File: config.mk
export PLATFORM = sky130hd
export DESIGN_NAME = baf_act
export DESIGN_NICKNAME = d
export VERILOG_FILES = /design/src/rtl/baf_pkg.sv /design/src/rtl/baf_act.sv
export VERILOG_INCLUDE_DIRS = /design/src /design/src/rtl
export SDC_FILE = /design/constraint.sdc
export NUM_CORES = 1
export LEC_CHECK = 0
export BUFFER_PORTS_ARGS = -buffer_cell sky130_fd_sc_hd__clkbuf_2
export CORE_MARGIN = 3
export CORE_UTILIZATION = 45
export DETAILED_ROUTE_END_ITERATION = 16
export PLACE_DENSITY = 0.77
export SLEW_MARGIN = 20
export SYNTH_ARGS = -nofsm -noshare
export SYNTH_HDL_FRONTEND = slang
export SYNTH_SLANG_ARGS = --single-unit
File: constraint.sdc
create_clock -name clk -period 0.8 [get_ports clk]
set_input_delay 0.16 -clock clk [delete_from_list [all_inputs] [get_ports clk]]
set_output_delay 0.16 -clock clk [all_outputs]
set_load 0.005 [all_outputs]
File: src/rtl/bias_activation_float32_macros.svh
// ----------------------------------------------------------------------------
// bias_activation_float32 assertion macros
// concurrent assertion helpers, empty when SYNTHESIS is defined
// ----------------------------------------------------------------------------
`ifndef BIAS_ACTIVATION_FLOAT32_MACROS_SVH
`define BIAS_ACTIVATION_FLOAT32_MACROS_SVH
`ifndef SYNTHESIS
`define BAF_ASSERT_IMP(lbl, clk, rst_n, ante, cons) \
	lbl: assert property (@(posedge clk) disable iff (!rst_n) (ante) |-> (cons)) \
		else $error("baf assertion failed");
`define BAF_ASSERT_NXT(lbl, clk, rst_n, ante, cons) \
	lbl: assert property (@(posedge clk) disable iff (!rst_n) (ante) |=> (cons)) \
		else $error("baf assertion failed");
`else
`define BAF_ASSERT_IMP(lbl, clk, rst_n, ante, cons)
`define BAF_ASSERT_NXT(lbl, clk, rst_n, ante, cons)
`endif
`endif

File: src/rtl/baf_pkg.sv
// ----------------------------------------------------------------------------
// baf_pkg
// shared constants, types and float compare helpers for bias/activation
// ----------------------------------------------------------------------------
package baf_pkg;

	localparam logic [31:0] QNAN_BITS     = 32'h7FC0_0000;
	localparam logic [31:0] ONE_BITS      = 32'h3F80_0000;
	localparam logic [31:0] POS_ZERO_BITS = 32'h0000_0000;
	localparam logic [31:0] NEG_ZERO_BITS = 32'h8000_0000;
	localparam logic [31:0] CLIP_MIN_RST  = 32'hFF80_0000;
	localparam logic [31:0] CLIP_MAX_RST  = 32'h7F80_0000;

	typedef enum logic [2:0] {
		ACT_IDENTITY = 3'd0,
		ACT_RELU     = 3'd1,
		ACT_LEAKY    = 3'd2,
		ACT_CLIP     = 3'd3,
		ACT_HSIG     = 3'd4
	} act_kind_t;

	typedef enum logic [2:0] {
		REG_KIND     = 3'd0,
		REG_BIAS_EN  = 3'd1,
		REG_ALPHA    = 3'd2,
		REG_BETA     = 3'd3,
		REG_CLIP_MIN = 3'd4,
		REG_CLIP_MAX = 3'd5
	} reg_idx_t;

	// element carried alongside the arithmetic
	typedef struct packed {
		logic [31:0] x;
		logic        row_end;
		logic        matrix_end;
	} tag_t;

	function automatic logic is_nan(input logic [31:0] b);
		return (b[30:23] == 8'hFF) && (b[22:0] != 23'd0);
	endfunction

	function automatic logic is_inf(input logic [31:0] b);
		return (b[30:23] == 8'hFF) && (b[22:0] == 23'd0);
	endfunction

	function automatic logic is_zero(input logic [31:0] b);
		return b[30:0] == 31'd0;
	endfunction

	// ordered a < b, false on any nan, +0 == -0
	function automatic logic flt(input logic [31:0] a, input logic [31:0] b);
		logic r;
		r = 1'b0;
		if (is_nan(a) || is_nan(b)) begin
			r = 1'b0;
		end else if (a[31] && !b[31]) begin
			r = !((a[30:0] == 31'd0) && (b[30:0] == 31'd0));
		end else if (!a[31] && b[31]) begin
			r = 1'b0;
		end else if (!a[31]) begin
			r = a[30:0] < b[30:0];
		end else begin
			r = a[30:0] > b[30:0];
		end
		return r;
	endfunction

	// leading zero count, 64 when the word is zero
	function automatic logic [6:0] lzc64(input logic [63:0] w);
		logic [6:0] n;
		n = 7'd64;
		for (int i = 0; i < 64; i++) begin
			if (w[i]) begin
				n = 7'(63 - i);
			end
		end
		return n;
	endfunction

endpackage

File: src/rtl/baf_act.sv
// ----------------------------------------------------------------------------
// baf_act
// activation select and clamps, output register of the block
// ----------------------------------------------------------------------------
`include "bias_activation_float32_macros.svh"

module baf_act import baf_pkg::*; (
	input  logic        clk,
	input  logic        arst_n,
	input  logic        en,
	input  logic        in_v,
	input  logic [31:0] y,
	input  tag_t        tag_in,
	input  logic [2:0]  kind,
	input  logic [31:0] clip_min,
	input  logic [31:0] clip_max,
	output logic        out_v,
	output logic [31:0] activated,
	output logic        row_done,
	output logic        matrix_done
);

	logic [31:0] x, t, r;

	always_comb begin
		x = tag_in.x;
		t = x;
		r = x;
		unique case (kind)
			ACT_RELU: begin
				r = flt(x, POS_ZERO_BITS) ? POS_ZERO_BITS : x;
			end
			ACT_LEAKY: begin
				r = flt(POS_ZERO_BITS, x) ? x : y;
			end
			ACT_CLIP: begin
				t = flt(x, clip_min) ? clip_min : x;
				r = flt(clip_max, t) ? clip_max : t;
			end
			ACT_HSIG: begin
				t = flt(ONE_BITS, y) ? ONE_BITS : y;
				r = flt(t, POS_ZERO_BITS) ? POS_ZERO_BITS : t;
			end
			default: begin
				r = x;
			end
		endcase
	end

	logic        v_q;
	logic [31:0] res_q;
	logic        row_q, mat_q;

	always_ff @(posedge clk or negedge arst_n) begin
		if (!arst_n) begin
			v_q <= 1'b0;
		end else if (en) begin
			v_q <= in_v;
		end
	end

	always_ff @(posedge clk) begin
		if (en) begin
			res_q <= r;
			row_q <= tag_in.row_end;
			mat_q <= tag_in.matrix_end;
		end
	end

	assign out_v       = v_q;
	assign activated   = res_q;
	assign row_done    = row_q;
	assign matrix_done = mat_q;

	// hard sigmoid never leaves a non-nan above one
	`BAF_ASSERT_NXT(a_act_hsig, clk, arst_n, en && in_v && (kind == ACT_HSIG), !(!res_q[31] && (res_q[30:0] > ONE_BITS[30:0]) && (res_q[30:0] <= 31'h7F80_0000)))

endmodule

# == Yosys cells after proc, flatten, opt, wreduce, memory -nomap -nowiden ==
# Index checks and enable logic that the tools add are counted.
# classes
order_cmp,8
muxes,29
n_reduce_logical,33
eq_ne,10
# ops
op,count
two-way mux 32 bit,6
zero test 31 bit,5
nonzero test 23 bit,6
one-hot mux 32 bit (4 select lines),1
> comparator 31 bit,2
"< comparator 31 x 1 -> 1 bit, second input constant",2
< comparator 31 bit,2
"== test 8 bit, second input constant",6
"< comparator 1 x 31 -> 1 bit, first input constant",1
"< comparator 30 x 31 -> 1 bit, first input constant",1
two-way mux 1 bit,22
logical AND 1 bit,12
zero test 1 bit,8
"== test 3 x 2 -> 1 bit, second input constant",2
"== test 3 x 1 -> 1 bit, second input constant",1
"== test 3 bit, second input constant",1
logical OR 1 bit,2
# word_totals
ff_bits,35
inputBits,137

# == Longest topological paths before layout ==
# Gate-level depths: netlist of run 1.
# depth
ltp_word,15
ltp_mapped,27

# == Least setup slack after synthesis of run 1 ==
# Ideal clock, no wire load.
# synth_timing
kind,input -> register
from,in clip_min[4]
to,"reg res_q[27] (netlist: activated[27]), data pin"
path_buffers,3
required_time_ns,0.642
setup_ns,0.158
arrival_time_ns,5.517
stages,23
setup_slack_ns,-4.875
cell_sequence,inv_1 -> ha_1 -> a211oi_1 -> nor2_1 -> o31a_1 -> o41ai_2 -> a41oi_4 -> nor2_8 -> buf_1 -> buf_1 -> mux2i_1 -> ha_1 -> and4_1 -> a21oi_1 -> nand2_1 -> a221oi_1 -> nand3_1 -> o31ai_2 -> mux2i_1 -> a21oi_2 -> buf_6 -> mux2_4 -> o211ai_1
# synth_via
elab_chain_cells,15
# synth_lines
element,line,text
from (decl),baf_act.sv:15,"input logic [31:0] clip_min,"
"< comparator 31 bit, or another cell as far along",baf_pkg.sv:61,r = a[30:0] < b[30:0];
two-way mux 1 bit or logical AND 1 bit (tied branches),"baf_pkg.sv:60, baf_pkg.sv:57",
two-way mux 1 bit or zero test 1 bit (tied branches),"baf_pkg.sv:58, baf_pkg.sv:57",
two-way mux 1 bit,baf_pkg.sv:56,end else if (a[31] && !b[31]) begin
two-way mux 1 bit,baf_pkg.sv:54,if (is_nan(a) || is_nan(b)) begin
two-way mux 1 bit,baf_act.sv:29,unique case (kind)
two-way mux 32 bit *,baf_act.sv:37,"t = flt(x, clip_min) ? clip_min : x;"
"< comparator 31 bit, or another cell as far along",baf_pkg.sv:61,
two-way mux 1 bit or logical AND 1 bit (tied branches),"baf_pkg.sv:60, baf_pkg.sv:57",
two-way mux 1 bit or zero test 1 bit (tied branches),"baf_pkg.sv:58, baf_pkg.sv:57",
two-way mux 1 bit,baf_pkg.sv:56,
two-way mux 1 bit,baf_pkg.sv:54,
two-way mux 1 bit,baf_act.sv:29,
two-way mux 32 bit *,baf_act.sv:38,"r = flt(clip_max, t) ? clip_max : t;"
one-hot mux 32 bit (4 select lines) *,baf_act.sv:29,
named net r[27],baf_act.sv:23,"logic [31:0] x, t, r;"
to (signal assigned),baf_act.sv:64,res_q <= r;
to (decl),baf_act.sv:51,logic [31:0] res_q;
# The timed path passes the listed nets; every way through them passes the cells marked *. The select of a mux whose other input is x is not followed.
# A chain may end at the register's enable or synchronous reset.

# == Worst setup path after layout of run 1 ==
# layout_timing
from,in tag_in[29] (netlist bit)
to,"reg res_q[18] (netlist: activated[18]), data pin"
# layout_via
elab_chain_cells,15
# layout_lines
element,line,text
from (decl),baf_act.sv:13,"input tag_t tag_in,"
"< comparator 31 bit, or another cell as far along",baf_pkg.sv:61,
two-way mux 1 bit or logical AND 1 bit (tied branches),"baf_pkg.sv:60, baf_pkg.sv:57",
two-way mux 1 bit or zero test 1 bit (tied branches),"baf_pkg.sv:58, baf_pkg.sv:57",
two-way mux 1 bit,baf_pkg.sv:56,
two-way mux 1 bit,baf_pkg.sv:54,
two-way mux 1 bit,baf_act.sv:29,
two-way mux 32 bit,baf_act.sv:37,
"< comparator 31 bit, or another cell as far along",baf_pkg.sv:61,
two-way mux 1 bit or logical AND 1 bit (tied branches),"baf_pkg.sv:60, baf_pkg.sv:57",
two-way mux 1 bit or zero test 1 bit (tied branches),"baf_pkg.sv:58, baf_pkg.sv:57",
two-way mux 1 bit,baf_pkg.sv:56,
two-way mux 1 bit,baf_pkg.sv:54,
two-way mux 1 bit,baf_act.sv:29,
two-way mux 32 bit,baf_act.sv:38,
one-hot mux 32 bit (4 select lines) *,baf_act.sv:29,
named net r[18],baf_act.sv:23,
# Marks and branches as above.

==> summary.md, run 1 <==
| Metric | Value |
|---|---|
| Status | finished with violations |
| Failing checks | setup timing |
| Htree depth | 2 |
| Synth Instances | 558 |
| # DRC | 0 |
| F_max | ~200 MHz |
| Final setup violation count | 67 |
| Max_slew headroom | roughly 69% |
| CTS tree | yes |
| Hold depth | 1 |
| Initial core utilization | about 46% |
| HP Start | tag_in[1] |
| Post-synthesis sequential area ratio | around 22% |
| Number of synthesized flops with an enable pin | 34 |
| CP max stage cell | a211o_1 |
| Slowest stage delay, CP | between 300 and 400 ps |
| Initial antenna violation count | 0 |
| Clk slew on worst S/H paths | 60 ps |
| Slew Viols, Final | 0 |
| Synth unique cells | 64 |
| Hold_ws | about 48 ps |
| Crit Path Max Fanout | 6 |
| CTS Buf Count | 5 |
| I/O Buffers | ~170 |
| Post-Syn Nets | approximately 750 |
| Number of instances in the placed design | about 1100 |
| Full die area | about 0.012 mm^2 |
| Pin count of the biggest net entering global routing | 29 |
| Final Cycle Share | 623.5% |
| Share of layout cells above drive strength 1 | between 50% and 60% |
| Initial DRC count | 710 |
| Worst VDD drop | about 0.00085 V |
| Ports | 172 |
| DP Area | ~0.0075 mm^2 |
| Core area | slightly above 0.01 mm^2 |
| Endpoints failing hold | 0 |
| Worst-Skew Late Latency | ~290 ps |
| Top cell by count, worst path | a21o_1 |
| Crit start category | primary input |
| Fin Clk Skew | 0 ps |
| Crit path arrival time | 5020 ps |
| Gp weighted congestion | around 1.0 |
| Fill cells | between 600 and 700 |
| Least-Margin Pin Slew | 452.2 ps |
| Remaining Overflow, GRT | 0 |
| Vias/cell | just under 6 |
| Dominant synthesized flop cell | edfxtp_1 |
| Non-Filler Instances | between 1000 and 1500 |
| ANT cells | 0 |
| Synth-to-Final Area Change | 80.17% |
| Reg2Reg Setup Slack | ~50 ps |
| Drt first pass iters | 5 |
| CP delay by family, top | compound AO/OA/AOI/OAI gates |
| Worst Path Required | between 800 and 900 ps |
| Most common cell after layout, fill and taps aside | buf_4 |
| Finished Cell Area | between 0.008 and 0.009 mm^2 |
| CP Class | primary input to register |
| DP Wirelength | 17940 um |
| Min Tclk post-route | between 4000 and 5000 ps |
| Synthesized flop and latch total | 35 |
| Synthesized area | around 0.0048 mm^2 |
| Type of the tightest min-delay check | primary input to register |
| Wirelength per Cell | 21.20 um |
| Worst reg2reg path startpoint | out_v |
| Most frequent cells in the layout | 238 x buf_4, 143 x clkbuf_2, 43 x inv_1 |
| Synth warn | 0 |
| Antenna Nets Post-Route | 0 |
| Slack of the critical path | -4188 ps |
| Crit. End Element | register |
| Leak | roughly 4.3 nW |
| Total GRT Usage | 35.95% |
| Reg2reg end | out_v |
| Core Rows | 37 |
| Nets | approximately 1200 |
| Drt total wl | 23450 um |
| RSZ-0062 raised after global routing | true |
| Reg2Reg Depth | 1 |
| First-pass GRT wire length | between 30000 and 40000 um |
| Setup tns final | -134830 ps |
| Pwr/cell area | approximately 1100 mW/mm^2 |
| Die Y | 109.3 um |
| Die width | approximately 110 um |
| Bufs and invs on worst path | 6 |
| CTS sink count | 35 |
| Max-Cap Viols | 0 |
| Root buf cell | clkbuf_8 |
| Via count | between 6000 and 7000 |
| Vias in the first global route | 6134 |
| Hold path endpoint | row_done |
| Ys async rst share | between 2 and 3% |
| Max Root-Sink Buffers | 2 |
| Syn Area/Cell | about 8.6 um^2 |
==> worst max path at each step <==
stage / from / to / slack [ps] / depth (start not counted)
2_1_floorplan: tag_in[6] / activated[27] / -4260 / 25
3_3_place_gp: tag_in[23] / activated[8] / -4680 / 23
3_5_place_dp: tag_in[23] / activated[5] / -4720 / 23
4_1_cts: clip_min[2] / activated[5] / -4110 / 27
5_1_grt: clip_min[27] / activated[5] / -4400 / 29
6_report: tag_in[29] / activated[18] / -4190 / 29
==> cells in the mapped netlist (2+ instances only) <==
| master | instances | area, um^2 |
|---|---|---|
| a21oi_1 | 27 | 135.1 |
| clkbuf_1 | 11 | 41.29 |
| xor2_1 | 2 | 17.52 |
| nor2b_1 | 5 | 31.28 |
| o21ai_1 | 11 | 55.05 |
| and2_1 | 3 | 18.77 |
| or3_1 | 2 | 12.51 |
| and3_1 | 5 | 31.28 |
| nor2_1 | 21 | 78.83 |
| buf_1 | 3 | 11.26 |
| a22oi_1 | 8 | 60.06 |
| nand4_1 | 21 | 131.4 |
| o21ai_0 | 26 | 130.1 |
| a21o_1 | 21 | 157.7 |
| a21boi_0 | 2 | 15.01 |
| edfxtp_1 | 34 | 1021 |
| ha_1 | 53 | 663.1 |
| o21a_1 | 2 | 15.01 |
| a311o_1 | 2 | 20.02 |
| nand3b_1 | 2 | 15.01 |
| o211ai_1 | 6 | 45.04 |
| nor3_1 | 8 | 40.04 |
| a211oi_1 | 4 | 30.03 |
| nor4_1 | 31 | 193.9 |
| inv_1 | 61 | 229.0 |
| nand2b_1 | 5 | 31.28 |
| buf_6 | 4 | 45.04 |
| mux2_4 | 7 | 105.1 |
| maj3_1 | 2 | 20.02 |
| mux2_2 | 2 | 22.52 |
| o31ai_1 | 2 | 15.01 |
| a221oi_1 | 2 | 17.52 |
| nand2_1 | 40 | 150.1 |
| xnor2_1 | 10 | 87.58 |
| nand3_1 | 10 | 50.05 |
| and4_1 | 5 | 43.79 |
| mux2i_1 | 50 | 500.5 |
| o31a_1 | 2 | 17.52 |
| a22o_1 | 18 | 157.7 |
| o211ai_2 | 4 | 50.05 |
==> logic make-up (layout without fill, tap and decap cells) <==
kind of cell    after synthesis  count (layout)  synth area share, %
buf+inv                      79             491                6.802
mux                          60              60                13.32
compound gates              154             154                23.30
fa+ha+maj                    56              56                14.46
xor+xnor                     12              12                2.189
simple gates                162             162                18.14
flops                        35              35                21.79
==> power by group <==
part | switching, mW | internal (mW) | leakage [nW]
logic | 2.71 | 2.96 | 3.92
clock network | 0.582 | 0.784 | 0.0515
registers | 0.0515 | 2.25 | 0.343
total | 3.35 | 6.00 | 4.31
==> what timing repair did <==
| action | CTS | global route |
|---|---|---|
| cloned | 2 | 1 |
| pin swaps | 30 | 26 |
| endpoints found under the setup margin | 67 | 67 |
| gates resized for setup | 62 | 116 |
| hold endpoints to repair | 1 | 0 |
| hold buffers | 1 | 0 |
| buffers inserted | 17 | 13 |
==> registers in the layout, summed over array words and instances, names as in the netlist <==
name / flops
matrix_done: 1
out_v: 1
activated: 32
row_done: 1
==> layout make-up <==
class                           count  area (um^2)  share of cell area, %
Tap cell                          136        170.2                  1.967
Clock buffer                        8        100.1                  1.157
Sequential cell                    35         1046                  12.09
Timing Repair Buffer              422         3044                  35.19
Multi-Input combinational cell    444         4038                  46.68
Inverter                           61        251.5                  2.908
==> routing by layer <==
layer | global-route usage (%) | up-vias | wire length [um]
met5 | 0 | - | 0
met4 | 10.42 | 0 | 713
met3 | 3.288 | 71 | 2385
met2 | 59.91 | 469 | 11170
li1 | - | 2976 | -
met1 | 49.67 | 3073 | 9184
==> through the flow <==
step,power (mW),util (%),worst slack (ps)
after floorplan,4.471,-,-4256
after detailed placement,6.946,72.65,-4720
final,9.351,83.41,-4188
after CTS,8.802,79.02,-4113
after global placement,6.839,72.65,-4677
after global routing,9.794,83.41,-4404
(Power assumes the default switching activity.)
==> run 2: changes to the inputs <==
Settings changed: SKIP_LAST_GASP from default to 1.
==> run 2 against run 1 <==
  * The flow still finishes with violations (setup timing)
  * Clock-buffer cell count stayed put
  * Power decreased by 2.4%
  * Hold slack worse by 2.2 ps
  * Routed wire length shrank 4.2%
  * Sequential share of layout area up 0.26 points
  * Register-to-register slack about the same
  * Combinational power down 4.0%
  * Via count fell by 2.2%
  * Final cell count fell by 0.54%
  * Design area fell by 2.1%
  * Critical path type unchanged
  * Highest routed layer unchanged
==> summary.md, run 2 (synthesis results as in run 1) <==
| Metric | Value |
|---|---|
| Status | finished with violations |
| Failing checks | setup timing |
| P_sw | roughly 3.3 mW |
| Least-Margin Pin Slew | about 460 ps |
| Die width | 109.3 um |
| CP Class | primary input to register |
| Max_slew headroom | 68.75% |
| Vias in the first global route | 6125 |
| Non-Filler Instances | 1100 |
| Drt total wl | 22470 um |
| Type of the tightest min-delay check | primary input to register |
| DP Area | ~0.0075 mm^2 |
| Wirelength per Cell | 20.43 um |
| Final Cycle Share | 627.9% |
| Antenna Nets Post-Route | 0 |
| Via count | ~6400 |
| Finished Cell Area | roughly 0.0085 mm^2 |
| CTS tree | yes |
| Max Root-Sink Buffers | 2 |
| Final setup violation count | between 60 and 70 |
| Reg2Reg Setup Slack | 50 ps |
| Full die area | about 0.012 mm^2 |
| Leak | approximately 4.3 nW |
| Drt first pass iters | 6 |
| Clk slew on worst S/H paths | 60 ps |
| Fin Clk Skew | 0 ps |
| Min Tclk post-route | ~5000 ps |
| I/O Buffers | approximately 170 |
| Gp weighted congestion | between 1 and 1.5 |
| Power share of the clock group | 15.0% |
| Total GRT Usage | 35.97% |
| Share of layout cells above drive strength 1 | 54.05% |
| Htree depth | 2 |
| # DRC | 0 |
| Initial DRC count | 629 |
| F_max | approximately 200 MHz |
| Initial core utilization | ~46% |
| Remaining Overflow, GRT | 0 |
| Flop pwr share | 25.3% |
| Pwr/cell area | 1078 mW/mm^2 |
| ANT cells | 0 |
| Initial antenna violation count | 0 |
| Worst-Skew Late Latency | just under 300 ps |
| Most frequent cells in the layout | 232 x buf_4, 149 x clkbuf_2, 45 x inv_1 |
| Crit Path Max Fanout | 9 |
| Core area | ~0.010 mm^2 |
| Number of instances in the placed design | approximately 1100 |
| Most common cell after layout, fill and taps aside | buf_4 |
| Sw frac | a little over a third |
| Internal power | 5.874 mW |
| Slew Viols, Final | 0 |
| CTS sink count | 35 |
| First-pass GRT wire length | between 30000 and 40000 um |
| RSZ-0062 raised after global routing | true |
| Slack of the critical path | -4224 ps |
| Synth-to-Final Area Change | 76.31% |
| Pin count of the biggest net entering global routing | 29 |
| Worst VDD drop | 0.0008440 V |
| Vias/cell | between 5 and 6 |
| Gate power share | roughly 60% |
| Nets | 1153 |
| Max-Cap Viols | 0 |
| Hold_ws | ~46 ps |
| Fin util | ~80% |
| Number of flip-flops in the largest register | 32 |
| Ports | between 150 and 200 |
| Die Y | about 110 um |
| Crit start category | primary input |
| Crit path arrival time | between 5000 and 6000 ps |
| DP Wirelength | 17940 um |
| CTS Buf Count | 5 |
| Crit. End Element | register |
| Worst Path Required | ~950 ps |
| Endpoints failing hold | 0 |
| Root buf cell | clkbuf_8 |
| Core Rows | 37 |
run 2: changes by cell type in the layout (fill, tap and decap cells not counted), moves of 3 or more:
cell      previous run  this run
buf_4              238       232
clkbuf_2           143       149
mux2i_1             35        39
buf_2                1         4
buf_8                5         1
inv_4                6         1
buf_6               26        20
mux2i_2             12         9
inv_2               11        14
run 2: layout make-up:
| type | instances | area [um^2] |
|---|---|---|
| inverters | 61 | 239.0 |
| well taps | 136 | 170.2 |
| multi-input cells | 444 | 3978 |
| flip-flops and latches | 35 | 1046 |
| fillers | 681 | 1906 |
| repair buffers | 416 | 2932 |
| clock buffers | 8 | 100.1 |
run 2: critical path, stage by stage:
cell       delay, ps
buf_2            150
nor4_4           350
nand4_1          230
or3_4            410
o311ai_4         310
a211o_1          260
nor2_8            60
mux2i_2          210
ha_1             280
a21o_1           190
a21o_1           150
a21o_1           150
a21oi_1          120
nor2b_1           50
o21ai_1          140
nand2b_1          80
a221oi_2         260
buf_4            160
o311ai_2         100
o31ai_2           90
mux2i_1          150
a21oi_4          280
bufbuf_16        340
mux2i_1          310
a21o_1           180
run 2: final timing paths:
kind | end | from | cells past startpoint
max | activated[14] | tag_in[18] | 25
min | row_done | tag_in[1] | 1
max reg2reg | out_v | out_v | 1
min reg2reg | out_v | out_v | 1
max in group asynchronous | out_v | arst_n | 2
min in group asynchronous | out_v | arst_n | 2
run 2: metal layers:
metal	GRT usage, %	share of wire, %	wire length (um)
met4	10.42	2.5	573
met1	49.75	41	9246
met2	59.91	47	10590
met3	3.288	9.2	2063
met5	0	0	0
run 2: power by group through the flow:
| stage | clock [mW] | sequential, mW | combinational [mW] |
|---|---|---|---|
| after global routing | 1.46 | 2.32 | 5.79 |
| after floorplan | 0 | 2.37 | 2.10 |
| after global placement | 0 | 2.34 | 4.50 |
| after detailed placement | 0 | 2.35 | 4.60 |
| after CTS | 1.37 | 2.31 | 5.10 |
| final | 1.37 | 2.31 | 5.45 |
run 2: repair_timing:
| action | in CTS | in global routing |
|---|---|---|
| hold endpoints to repair | 1 | 0 |
| pin swaps | 30 | 17 |
| endpoints found under the setup margin | 67 | 67 |
| resized for setup | 60 | 75 |
| hold buffers | 1 | 0 |
| gates cloned | 2 | 0 |
| setup buffers | 17 | 9 |
run 2: stage by stage:
stage / TNS, ps / setup slack (ps) / power, mW
finish: -135170 / -4224 / 9.125
floorplan: -130840 / -4256 / 4.471
global placement: -144880 / -4677 / 6.839
CTS: -133150 / -4118 / 8.788
detailed placement: -146380 / -4720 / 6.946
global route: -141680 / -4378 / 9.573
