**src/rtl/bias_activation_float32_macros.svh**
```systemverilog
// ----------------------------------------------------------------------------
// bias_activation_float32 assertion macros
// concurrent assertion helpers, empty when SYNTHESIS is defined
// ----------------------------------------------------------------------------
`ifndef BIAS_ACTIVATION_FLOAT32_MACROS_SVH
`define BIAS_ACTIVATION_FLOAT32_MACROS_SVH
`ifndef SYNTHESIS
`define BAF_ASSERT_IMP(lbl, clk, rst_n, ante, cons) \
	lbl: assert property (@(posedge clk) disable iff (!rst_n) (ante) |-> (cons)) \
		else $error("baf assertion failed");
`define BAF_ASSERT_NXT(lbl, clk, rst_n, ante, cons) \
	lbl: assert property (@(posedge clk) disable iff (!rst_n) (ante) |=> (cons)) \
		else $error("baf assertion failed");
`else
`define BAF_ASSERT_IMP(lbl, clk, rst_n, ante, cons)
`define BAF_ASSERT_NXT(lbl, clk, rst_n, ante, cons)
`endif
`endif

```
**src/rtl/baf_pkg.sv**
```systemverilog
// ----------------------------------------------------------------------------
// baf_pkg
// shared constants, types and float compare helpers for bias/activation
// ----------------------------------------------------------------------------
package baf_pkg;

	localparam logic [31:0] QNAN_BITS     = 32'h7FC0_0000;
	localparam logic [31:0] ONE_BITS      = 32'h3F80_0000;
	localparam logic [31:0] POS_ZERO_BITS = 32'h0000_0000;
	localparam logic [31:0] NEG_ZERO_BITS = 32'h8000_0000;
	localparam logic [31:0] CLIP_MIN_RST  = 32'hFF80_0000;
	localparam logic [31:0] CLIP_MAX_RST  = 32'h7F80_0000;

	typedef enum logic [2:0] {
		ACT_IDENTITY = 3'd0,
		ACT_RELU     = 3'd1,
		ACT_LEAKY    = 3'd2,
		ACT_CLIP     = 3'd3,
		ACT_HSIG     = 3'd4
	} act_kind_t;

	typedef enum logic [2:0] {
		REG_KIND     = 3'd0,
		REG_BIAS_EN  = 3'd1,
		REG_ALPHA    = 3'd2,
		REG_BETA     = 3'd3,
		REG_CLIP_MIN = 3'd4,
		REG_CLIP_MAX = 3'd5
	} reg_idx_t;

	// element carried alongside the arithmetic
	typedef struct packed {
		logic [31:0] x;
		logic        row_end;
		logic        matrix_end;
	} tag_t;

	function automatic logic is_nan(input logic [31:0] b);
		return (b[30:23] == 8'hFF) && (b[22:0] != 23'd0);
	endfunction

	function automatic logic is_inf(input logic [31:0] b);
		return (b[30:23] == 8'hFF) && (b[22:0] == 23'd0);
	endfunction

	function automatic logic is_zero(input logic [31:0] b);
		return b[30:0] == 31'd0;
	endfunction

	// ordered a < b, false on any nan, +0 == -0
	function automatic logic flt(input logic [31:0] a, input logic [31:0] b);
		logic r;
		r = 1'b0;
		if (is_nan(a) || is_nan(b)) begin
			r = 1'b0;
		end else if (a[31] && !b[31]) begin
			r = !((a[30:0] == 31'd0) && (b[30:0] == 31'd0));
		end else if (!a[31] && b[31]) begin
			r = 1'b0;
		end else if (!a[31]) begin
			r = a[30:0] < b[30:0];
		end else begin
			r = a[30:0] > b[30:0];
		end
		return r;
	endfunction

	// leading zero count, 64 when the word is zero
	function automatic logic [6:0] lzc64(input logic [63:0] w);
		logic [6:0] n;
		n = 7'd64;
		for (int i = 0; i < 64; i++) begin
			if (w[i]) begin
				n = 7'(63 - i);
			end
		end
		return n;
	endfunction

endpackage

```
**src/rtl/baf_fma.sv**
```systemverilog
// ----------------------------------------------------------------------------
// baf_fma
// six stage binary32 fused multiply-add, round to nearest even, subnormals kept
// ----------------------------------------------------------------------------
`include "bias_activation_float32_macros.svh"

module baf_fma import baf_pkg::*; (
	input  logic        clk,
	input  logic        arst_n,
	input  logic        en,
	input  logic        in_v,
	input  logic [31:0] a,
	input  logic [31:0] b,
	input  logic [31:0] c,
	input  logic        bypass,
	input  tag_t        tag_in,
	output logic        out_v,
	output logic [31:0] result,
	output tag_t        tag_out
);

	// ---------------- stage 1: unpack, specials, multiply
	logic               sp, sc;
	logic [7:0]         efa, efb, efc;
	logic [23:0]        ma, mb, mc;
	logic signed [10:0] ea, eb, ec;
	logic               spec1;
	logic [31:0]        sbits1;

	always_comb begin
		sp  = a[31] ^ b[31];
		sc  = c[31];
		efa = a[30:23] | {7'd0, ~|a[30:23]};
		efb = b[30:23] | {7'd0, ~|b[30:23]};
		efc = c[30:23] | {7'd0, ~|c[30:23]};
		ma  = {|a[30:23], a[22:0]};
		mb  = {|b[30:23], b[22:0]};
		mc  = {|c[30:23], c[22:0]};
		ea  = $signed({3'b000, efa}) - 11'sd150;
		eb  = $signed({3'b000, efb}) - 11'sd150;
		ec  = $signed({3'b000, efc}) - 11'sd150;
		spec1  = 1'b1;
		sbits1 = QNAN_BITS;
		if (bypass) begin
			sbits1 = a;
		end else if (is_nan(a) || is_nan(b) || is_nan(c)) begin
			sbits1 = QNAN_BITS;
		end else if (is_inf(a) || is_inf(b)) begin
			if (is_zero(a) || is_zero(b)) begin
				sbits1 = QNAN_BITS;
			end else if (is_inf(c) && (sc != sp)) begin
				sbits1 = QNAN_BITS;
			end else begin
				sbits1 = {sp, 8'hFF, 23'd0};
			end
		end else if (is_inf(c)) begin
			sbits1 = c;
		end else if (is_zero(a) || is_zero(b)) begin
			sbits1 = is_zero(c) ? {sp & sc, 31'd0} : c;
		end else begin
			spec1 = 1'b0;
		end
	end

	logic               v_s1, spec_s1, sp_s1, sc_s1, czero_s1;
	logic [31:0]        sbits_s1;
	logic [47:0]        prod_s1;
	logic signed [10:0] ep_s1, ec_s1;
	logic [23:0]        mc_s1;
	tag_t               tag_s1;

	always_ff @(posedge clk) begin
		if (en) begin
			spec_s1  <= spec1;
			sbits_s1 <= sbits1;
			sp_s1    <= sp;
			sc_s1    <= sc;
			czero_s1 <= is_zero(c);
			prod_s1  <= ma * mb;
			ep_s1    <= ea + eb;
			ec_s1    <= ec;
			mc_s1    <= mc;
			tag_s1   <= tag_in;
		end
	end

	// ---------------- stage 2: normalize product and addend to bit 61
	logic [6:0]         lzp, lzm;
	logic [47:0]        pshl;
	logic [23:0]        mshl;
	logic signed [11:0] ep2, ec2;

	always_comb begin
		lzp  = lzc64({prod_s1, 16'hFFFF});
		lzm  = lzc64({mc_s1, 40'hFF_FFFF_FFFF});
		pshl = prod_s1 << lzp[5:0];
		mshl = mc_s1 << lzm[5:0];
		ep2  = {ep_s1[10], ep_s1} - $signed({5'd0, lzp}) - 12'sd14;
		ec2  = {ec_s1[10], ec_s1} - $signed({5'd0, lzm}) - 12'sd38;
	end

	logic               v_s2, spec_s2, sp_s2, sc_s2, czero_s2;
	logic [31:0]        sbits_s2;
	logic [63:0]        pn_s2, cn_s2;
	logic signed [11:0] ep_s2, ec_s2;
	tag_t               tag_s2;

	always_ff @(posedge clk) begin
		if (en) begin
			spec_s2  <= spec_s1;
			sbits_s2 <= sbits_s1;
			sp_s2    <= sp_s1;
			sc_s2    <= sc_s1;
			czero_s2 <= czero_s1;
			pn_s2    <= {2'b00, pshl, 14'd0};
			cn_s2    <= czero_s1 ? 64'd0 : {2'b00, mshl, 38'd0};
			ep_s2    <= ep2;
			ec_s2    <= ec2;
			tag_s2   <= tag_s1;
		end
	end

	// ---------------- stage 3: align smaller operand with sticky, add or subtract
	logic               pbig, sgn3, zero3;
	logic [63:0]        big, small_op, small_sh, sum3;
	logic signed [11:0] ebig, dexp;

	always_comb begin
		pbig = czero_s2 || (ep_s2 > ec_s2) || ((ep_s2 == ec_s2) && (pn_s2 >= cn_s2));
		big      = pbig ? pn_s2 : cn_s2;
		small_op = pbig ? cn_s2 : pn_s2;
		ebig     = pbig ? ep_s2 : ec_s2;
		dexp     = pbig ? (ep_s2 - ec_s2) : (ec_s2 - ep_s2);
		sgn3     = pbig ? sp_s2 : sc_s2;
		if (czero_s2) begin
			small_sh = 64'd0;
		end else if (dexp >= 12'sd63) begin
			small_sh = 64'd1;
		end else begin
			small_sh = (small_op >> dexp[5:0])
				| {63'd0, |(small_op & ((64'd1 << dexp[5:0]) - 64'd1))};
		end
		sum3  = (sp_s2 == sc_s2) ? (big + small_sh) : (big - small_sh);
		zero3 = (sum3 == 64'd0);
	end

	logic               v_s3, spec_s3, sgn_s3;
	logic [31:0]        sbits_s3;
	logic [63:0]        sum_s3;
	logic signed [11:0] e_s3;
	tag_t               tag_s3;

	always_ff @(posedge clk) begin
		if (en) begin
			spec_s3  <= spec_s2 | zero3;
			sbits_s3 <= spec_s2 ? sbits_s2 : POS_ZERO_BITS;
			sgn_s3   <= sgn3;
			sum_s3   <= sum3;
			e_s3     <= ebig;
			tag_s3   <= tag_s2;
		end
	end

	// ---------------- stage 4: normalize sum to bit 62
	logic [6:0] lzs, nsh;

	always_comb begin
		lzs = lzc64(sum_s3);
		nsh = lzs - 7'd1;
	end

	logic               v_s4, spec_s4, sgn_s4;
	logic [31:0]        sbits_s4;
	logic [63:0]        norm_s4;
	logic signed [11:0] e_s4;
	tag_t               tag_s4;

	always_ff @(posedge clk) begin
		if (en) begin
			spec_s4  <= spec_s3;
			sbits_s4 <= sbits_s3;
			sgn_s4   <= sgn_s3;
			norm_s4  <= sum_s3 << nsh[5:0];
			e_s4     <= e_s3 - $signed({5'd0, nsh});
			tag_s4   <= tag_s3;
		end
	end

	// ---------------- stage 5: shift to result precision, round and sticky bits
	logic signed [11:0] shreq;
	logic               uflow5, rnd5, stk5;
	logic [5:0]         shamt, shm1;
	logic [23:0]        m5;

	always_comb begin
		shreq  = -12'sd149 - e_s4;
		uflow5 = shreq > 12'sd63;
		shamt  = (shreq > 12'sd39) ? shreq[5:0] : 6'd39;
		shm1   = shamt - 6'd1;
		m5     = 24'(norm_s4 >> shamt);
		rnd5   = norm_s4[shm1];
		stk5   = |(norm_s4 & ((64'd1 << shm1) - 64'd1));
	end

	logic               v_s5, spec_s5, sgn_s5, uflow_s5, rnd_s5, stk_s5;
	logic [31:0]        sbits_s5;
	logic [23:0]        m_s5;
	logic signed [11:0] qe_s5;
	tag_t               tag_s5;

	always_ff @(posedge clk) begin
		if (en) begin
			spec_s5  <= spec_s4;
			sbits_s5 <= sbits_s4;
			sgn_s5   <= sgn_s4;
			uflow_s5 <= uflow5;
			rnd_s5   <= rnd5;
			stk_s5   <= stk5;
			m_s5     <= m5;
			qe_s5    <= e_s4 + $signed({6'd0, shamt});
			tag_s5   <= tag_s4;
		end
	end

	// ---------------- stage 6: increment, renormalize, pack
	logic               inc6;
	logic [24:0]        mr6;
	logic [23:0]        mf6;
	logic signed [11:0] qe6, bexp6;
	logic [31:0]        res6;

	always_comb begin
		inc6  = rnd_s5 & (stk_s5 | m_s5[0]);
		mr6   = {1'b0, m_s5} + {24'd0, inc6};
		mf6   = mr6[24] ? mr6[24:1] : mr6[23:0];
		qe6   = mr6[24] ? (qe_s5 + 12'sd1) : qe_s5;
		bexp6 = qe6 + 12'sd150;
		if (spec_s5) begin
			res6 = sbits_s5;
		end else if (uflow_s5) begin
			res6 = {sgn_s5, 31'd0};
		end else if (!mf6[23]) begin
			res6 = {sgn_s5, 8'd0, mf6[22:0]};
		end else if (bexp6 >= 12'sd255) begin
			res6 = {sgn_s5, 8'hFF, 23'd0};
		end else begin
			res6 = {sgn_s5, bexp6[7:0], mf6[22:0]};
		end
	end

	logic        v_s6;
	logic [31:0] res_s6;
	tag_t        tag_s6;

	always_ff @(posedge clk) begin
		if (en) begin
			res_s6 <= res6;
			tag_s6 <= tag_s5;
		end
	end

	// valid bits travel with the data
	always_ff @(posedge clk or negedge arst_n) begin
		if (!arst_n) begin
			v_s1 <= 1'b0;
			v_s2 <= 1'b0;
			v_s3 <= 1'b0;
			v_s4 <= 1'b0;
			v_s5 <= 1'b0;
			v_s6 <= 1'b0;
		end else if (en) begin
			v_s1 <= in_v;
			v_s2 <= v_s1;
			v_s3 <= v_s2;
			v_s4 <= v_s3;
			v_s5 <= v_s4;
			v_s6 <= v_s5;
		end
	end

	logic [5:0] vld;
	assign vld     = {v_s6, v_s5, v_s4, v_s3, v_s2, v_s1};
	assign out_v   = v_s6;
	assign result  = res_s6;
	assign tag_out = tag_s6;

	`BAF_ASSERT_NXT(a_fma_hold, clk, arst_n, !en, $stable(vld))
	`BAF_ASSERT_IMP(a_fma_pnorm, clk, arst_n, v_s2 && !spec_s2, pn_s2[61] && !pn_s2[62] && !pn_s2[63])
	`BAF_ASSERT_IMP(a_fma_snorm, clk, arst_n, v_s4 && !spec_s4, norm_s4[62] && !norm_s4[63])

endmodule

```
**config.mk**
```make
export PLATFORM = sky130hd
export DESIGN_NAME = baf_fma
export DESIGN_NICKNAME = d
export VERILOG_FILES = /design/src/rtl/baf_pkg.sv /design/src/rtl/baf_fma.sv
export VERILOG_INCLUDE_DIRS = /design/src /design/src/rtl
export SDC_FILE = /design/constraint.sdc
export NUM_CORES = 2
export LEC_CHECK = 0
export ABC_AREA = 0
export BUFFER_PORTS_ARGS = -buffer_cell sky130_fd_sc_hd__buf_2
export CAP_MARGIN = 20
export CELL_PAD_IN_SITES_DETAIL_PLACEMENT = 1
export CELL_PAD_IN_SITES_GLOBAL_PLACEMENT = 2
export CORE_MARGIN = 2
export CORE_UTILIZATION = 45
export CTS_CLUSTER_SIZE = 12
export DETAILED_ROUTE_END_ITERATION = 12
export PLACE_DENSITY_LB_ADDON = 0.1
export SLEW_MARGIN = 30
export SYNTH_ARGS = -nofsm -noshare
export SYNTH_HDL_FRONTEND = slang
export SYNTH_SLANG_ARGS = --single-unit
```
**constraint.sdc**
```tcl
create_clock -name clk -period 20.3 [get_ports clk]
set_input_delay 0 -clock clk [delete_from_list [all_inputs] [get_ports clk]]
set_output_delay 0 -clock clk [all_outputs]
set_load 0.05 [all_outputs]
```
Yosys cells after proc, flatten, opt, wreduce, memory -nomap -nowiden

Index checks and enable logic that the tools add are counted.

RAM bits: 0
Register bits: 834
Bits in read-only memories: 0
Bits in latches: 0
Memories kept: 0
Output and inout bits: 67
Logic and storage cells: 311

Shift-type cells: 7
$mul: 1
$add $sub $neg: 22
Reductions and logical operators: 33
Div/mod/pow operators: 0
Mux-type cells: 162
Bitwise gates (word level): 11
Eq/ne operators: 6
Magnitude comparators: 7

Operator list:

| operator              | count |
|---|---|
| $mux 7                | 134 |
| $mux 64               | 5 |
| $mux 32               | 9 |
| $and 64x64->64        | 2 |
| $reduce_or 64->1      | 2 |
| $shl 1x6->64 const A  | 2 |
| $sub 64x1->64 const B | 2 |
| $logic_not 31->1      | 3 |
| $mux 31               | 3 |
| $logic_not 23->1      | 3 |
| $reduce_bool 23->1    | 3 |
| $add 64x64->64        | 1 |
| $ge 62x64->1          | 1 |
| $logic_not 64->1      | 1 |
| $or 64x1->64          | 1 |
| $shl 64x6->64         | 1 |
| $shr 64x6->24         | 1 |
| $shr 64x6->64         | 1 |
| $sub 64x64->64        | 1 |
| $mul 24x24->48        | 1 |
| $shl 48x6->48         | 1 |
| $mux 12               | 3 |
| $sub 8x8->9 const B   | 3 |
| $add 24x1->25         | 1 |
| other kinds (38)      | 64 |

Depth between registers and ports, before layout

Word-level depth: 66
Gate-level depth with buffers: 46
Gate-level depth less buffers: 43

Least setup slack after synthesis

No wires, ideal clock.

Path kind: register -> register
Start point: register ec_s2[0]
End point: register spec_s3 (data pin)
Arrival time: 9.217 ns
Setup slack: 10.903 ns
Setup time: 0.180 ns
Path buffers: 4
Stages on the path, launching flop included: 41
Clock period less this slack: 9.397 ns
Cell sequence: edfxtp_1 > inv_1 > ha_1 > inv_1 > fa_1 > buf_1 > buf_1 > clkbuf_1 > buf_1 > mux2_2 > nand3_1 > a32oi_1 > o41ai_1 > and4_1 > nand4_1 > o41ai_4 > ha_1 > inv_1 > [5 not listed] > ha_1 > fa_1 > a21o_1 > a21oi_1 > nand2b_1 > a211oi_1 > a211oi_1 > o211ai_1 > o21ai_0 > o21ai_0 > a31oi_1 > a221oi_1 > a21boi_0 > xnor2_1 > or4_1 > nor4_1 > nand4_1 > o41ai_2

Longest elaborated chain between the ends: 15
Elaborated cells between the ends (all ways): 24
Those cells by class: 5 x add/sub; 2 x order compare; 1 x eq/ne; 2 x shift; 6 x mux; 3 x bitwise; 5 x reduce/logical

RTL lines:

| item                                                  | line           | source |
|---|---|---|
| start: declaration                                    | baf_fma.sv:105 | `logic signed [11:0] ep_s2, ec_s2;` |
| start signal: assignment                              | baf_fma.sv:118 | `ec_s2 <= ec2;` |
| $gt 12x12->1 or $eq 12x12->1 (tied branches)          | baf_fma.sv:129 | `pbig = czero_s2 \|\| (ep_s2 > ec_s2) \|\| ((ep_s2 == ec_s2) && (pn_s2 >= cn_s2));` |
| $logic_or 1x1->1 or $logic_and 1x1->1 (tied branches) | baf_fma.sv:129 |  |
| $logic_or 1x1->1                                      | baf_fma.sv:129 |  |
| $mux 12                                               | baf_fma.sv:133 | `dexp = pbig ? (ep_s2 - ec_s2) : (ec_s2 - ep_s2);` |
| $shl 1x6->64                                          | baf_fma.sv:141 | `\| {63'd0, \|(small_op & ((64'd1 << dexp[5:0]) - 64'd1))};` |
| $sub 64x1->64                                         | baf_fma.sv:141 |  |
| $and 64x64->64                                        | baf_fma.sv:141 |  |
| $reduce_or 64->1                                      | baf_fma.sv:141 |  |
| $or 64x1->64                                          | baf_fma.sv:141 |  |
| $mux 64                                               | baf_fma.sv:137 | `end else if (dexp >= 12'sd63) begin` |
| $mux 64                                               | baf_fma.sv:135 | `if (czero_s2) begin` |
| $sub 64x64->64 or $add 64x64->64 (tied branches)      | baf_fma.sv:143 | `sum3 = (sp_s2 == sc_s2) ? (big + small_sh) : (big - small_sh);` |
| $mux 64 *                                             | baf_fma.sv:143 |  |
| net sum3[54]                                          | baf_fma.sv:125 | `logic [63:0] big, small_op, small_sh, sum3;` |
| $logic_not 64->1 *                                    | baf_fma.sv:144 | `zero3 = (sum3 == 64'd0);` |
| $or 1x1->1 *                                          | baf_fma.sv:155 | `spec_s3 <= spec_s2 \| zero3;` |
| end signal: assignment                                | baf_fma.sv:155 |  |
| end: declaration                                      | baf_fma.sv:147 | `logic v_s3, spec_s3, sgn_s3;` |

The timed path passes the listed nets; every way through them passes the cells marked *.
A chain may end at the register's enable or synchronous reset.

Final worst setup path

Start point: register cn_s2[60]
End point: register spec_s3 (data pin)

Longest elaborated chain between the ends: 15
Elaborated cells between the ends (all ways): 20
Those cells by class: 3 x add/sub; 2 x order compare; 2 x shift; 6 x mux; 3 x bitwise; 4 x reduce/logical

RTL lines:

| item                                             | line           | source |
|---|---|---|
| start: declaration                               | baf_fma.sv:104 | `logic [63:0] pn_s2, cn_s2;` |
| start signal: assignment                         | baf_fma.sv:116 | `cn_s2 <= czero_s1 ? 64'd0 : {2'b00, mshl, 38'd0};` |
| $ge 62x64->1                                     | baf_fma.sv:129 |  |
| $logic_and 1x1->1                                | baf_fma.sv:129 |  |
| $logic_or 1x1->1                                 | baf_fma.sv:129 |  |
| $mux 12                                          | baf_fma.sv:133 |  |
| $shl 1x6->64                                     | baf_fma.sv:141 |  |
| $sub 64x1->64                                    | baf_fma.sv:141 |  |
| $and 64x64->64                                   | baf_fma.sv:141 |  |
| $reduce_or 64->1                                 | baf_fma.sv:141 |  |
| $or 64x1->64                                     | baf_fma.sv:141 |  |
| $mux 64                                          | baf_fma.sv:137 |  |
| $mux 64                                          | baf_fma.sv:135 |  |
| $sub 64x64->64 or $add 64x64->64 (tied branches) | baf_fma.sv:143 |  |
| $mux 64 *                                        | baf_fma.sv:143 |  |
| net sum3[26]                                     | baf_fma.sv:125 |  |
| $logic_not 64->1 *                               | baf_fma.sv:144 |  |
| $or 1x1->1 *                                     | baf_fma.sv:155 |  |

Marks and branches as above.

==> impl_metrics.toml <==
[route]
first_pass_iters = 6
drcViolationCount = 0
wire_per_inst_um = 28.98
antenna_left = 0
routed_wl_um = 293700
vias_per_cell = 6.227
drtIter0Drc = 5226
routed-via-count = 63119

[sta]
setup_viol = 0
fin_tns_setup_ps = 0
rsz0062_at_grt = "false"
slew_headroom_pct = 21.57
fmax_ghz = 0.07606
tightest_slew_ps = 1166
period_needed_ps = 13150
finalHoldViolCount = 0
fin_ws_ps = 7153
finClkSkew_ps = 77.05
slew_viol_final = 0
post-route-period-util_pct = 64.76

[cells_and_area]
areaGrowthSynthToFinish_pct = 10.15
layout-drive-gt1-share_pct = 8.476
layout.cells.non_filler = 10136
final_nets = 8823

[clock_network]
htreeDepth = 3
clock_latency_ps = 750
clockBufferDepth = 3
cts_sinks = 794
numCtsBuffers = 90
post-cts-setup-buffers = 0
path_clk_slew_ps = 60
cts-root-buf = "clkbuf_16"
cts_tree = "built"

[global_routing]
grt_first_pass_wirelength_um = 435600
grt_max_degree = 199
grt.overflow.total = 0
grt_use_total_pct = 34.36
antenna_found_initial = 19
grt_pass1_vias = 66110

[setup_path]
critPathKind = "register to register"
path_delay_family = "simple AND/OR/NAND/NOR gates"
path_buf_inv = 4
endpoint_kind = "register"
slowest_delay_ps = 740
crit_slowest_cell = "nand2_1"
startpoint_type = "register"
worstPathArrival_ps = 13650
worstPathRequired_ps = 20800
worst-path-max-fanout = 39

[die]
die_y_um = 410.6
die_area_mm2 = 0.1686
core.rowCount = 149
die_x_um = 410.6
core_area_mm2 = 0.1646
io_pins = 202
initial_core_util_pct = 45.20

[synth]
synthAdderAreaFrac_pct = 18.58
synth_top_cell_area_share_pct = 31.80
synth_top_family_by_area = "adder cells"
ys_seq_elements = 794
synth-async-reset-ratio_pct = 0.7557
synth_edf_count = 788
syn_avg_cell_area_um2 = 9.576
synthFlopType = "edfxtp_1"
synthesis.area_mm2 = 0.07441
synth_nets = 8716
yosys-top-cells-area = "edfxtp_1 (32%), fa_1 (13%), mux2i_1 (8.7%)"
synth_xor_area_share_pct = 3.355
yosysTopAreaCell = "edfxtp_1"
yosys_warnings = 0
synthSimpleGateAreaFrac_pct = 15.67
synth_compound_area_share_pct = 13.79
synth_mux_area_share_pct = 10.83
synthDistinctLibCells = 111
ys_seq_area_share_pct = 32.00
synth_cells = 7770

[job]
maxCapViolations = 0

[run_status]
status = "completed"

[place]
gp_congestion = 1.020
dp_cells = 9842
dpl.hpwl_um = 226400
pre_cts_ws_ps = 7404
io_buffers = 201

[worst_hold_path]
hp-class = "primary input to register"
cell families (layout without fill, tap and decap cells):
logic type,Yosys count,in the layout
multiplexers,741,741
XOR/XNOR,285,285
adder cells (fa/ha/maj),812,812
other,0,7
flip-flops,794,794
AO/OA/AOI/OAI,1557,1557
buffers and inverters,1116,1286
AND/OR/NAND/NOR,2465,2465
worst paths after layout:
kind,slack (ps),startpoint,end,cells after the start
max,7150,cn_s2[60]$_SDFFCE_PP0P_,spec_s3$_DFFE_PP_,40
min,30,tag_in[14],tag_s1[14]$_DFFE_PP_,2
max reg2reg,7150,cn_s2[60]$_SDFFCE_PP0P_,spec_s3$_DFFE_PP_,40
min reg2reg,400,sbits_s4[29]$_DFFE_PP_,sbits_s5[29]$_DFFE_PP_,0
max in group asynchronous,19870,arst_n,v_s3$_DFFE_PN0P_,3
min in group asynchronous,210,arst_n,v_s1$_DFFE_PN0P_,3
layout by cell type, fill, tap and decap left out, drive strengths merged, types with 322 or more instances in the layout:
cell,synthesis,final
a21oi,403,403
buf,113,326
edfxtp,788,788
fa,489,489
ha,322,322
inv,671,675
mux2i,644,644
nand2,966,966
nor2,476,476
o21ai,358,358
repair_timing:
item                      4_1_cts  5_1_grt
hold endpoints to repair      217        0
resized for setup               0        0
hold buffers                  130        0
sequential cells by signal, indices dropped and copies added, names as in the netlist, 34 cells and up:
name and flops:
tag_out 34, tag_s2 34, sum_s3 64, tag_s3 34, tag_s5 34, tag_s1 34, prod_s1 48, norm_s4 64
tag_s4 34, pn_s2 48
stage by stage:
stage          hold slack [ps]  instance area, um2  util, %
5_1_grt                  21.91               81950    49.78
3_5_place_dp            -171.3               77610    47.14
2_1_floorplan           -295.6               74410        -
3_3_place_gp            -175.7               77550    47.11
6_report                 34.27               81960    49.79
4_1_cts                0.01049               81850    49.72
routing by layer:
layer  vias up  global-route usage, %  routed length [um]
li1      27837                      -                   -
met1     32283                  44.21              120700
met4        16                  15.43               14420
met2      2330                  57.35              139900
met3       653                  5.008               18520
met5         -                      0                 136
cell usage after synthesis (17+ instances only):
library cell	number
clkbuf_1	328
xor2_1	109
nor3_1	140
or3_1	34
o22ai_1	29
buf_2	44
ha_1	322
buf_1	58
o21ai_0	338
inv_1	667
mux4_2	46
and3_1	73
a22o_1	36
a32oi_1	17
a221oi_1	25
nand3_1	179
o21a_1	37
mux2i_1	644
xnor2_1	176
a211o_1	25
nand4_1	57
o31ai_1	44
nand2_1	966
nor2_1	473
a21oi_1	395
edfxtp_1	788
a31oi_1	78
nor2b_1	37
a211oi_1	80
mux2_2	51
o21bai_1	32
o2111ai_1	26
and2_1	277
nand2b_1	49
or2_2	23
a22oi_1	40
fa_1	489
nor4_1	90
o211ai_1	59
a21o_1	64
area by class of cell:
cell class / count / area (um2)
diodes: 7 / 17.52
clock buffers: 108 / 2320
clock inverters: 47 / 625.6
fillers: 18384 / 82660
inverters: 675 / 2534
multi-input cells: 5860 / 46590
flip-flops and latches: 794 / 23810
well taps: 2189 / 2739
repair buffers: 456 / 3324
Power is left out: the tool's default activity adds up to more than one toggle a clock period on the data nets, which glitch-free logic cannot reach.
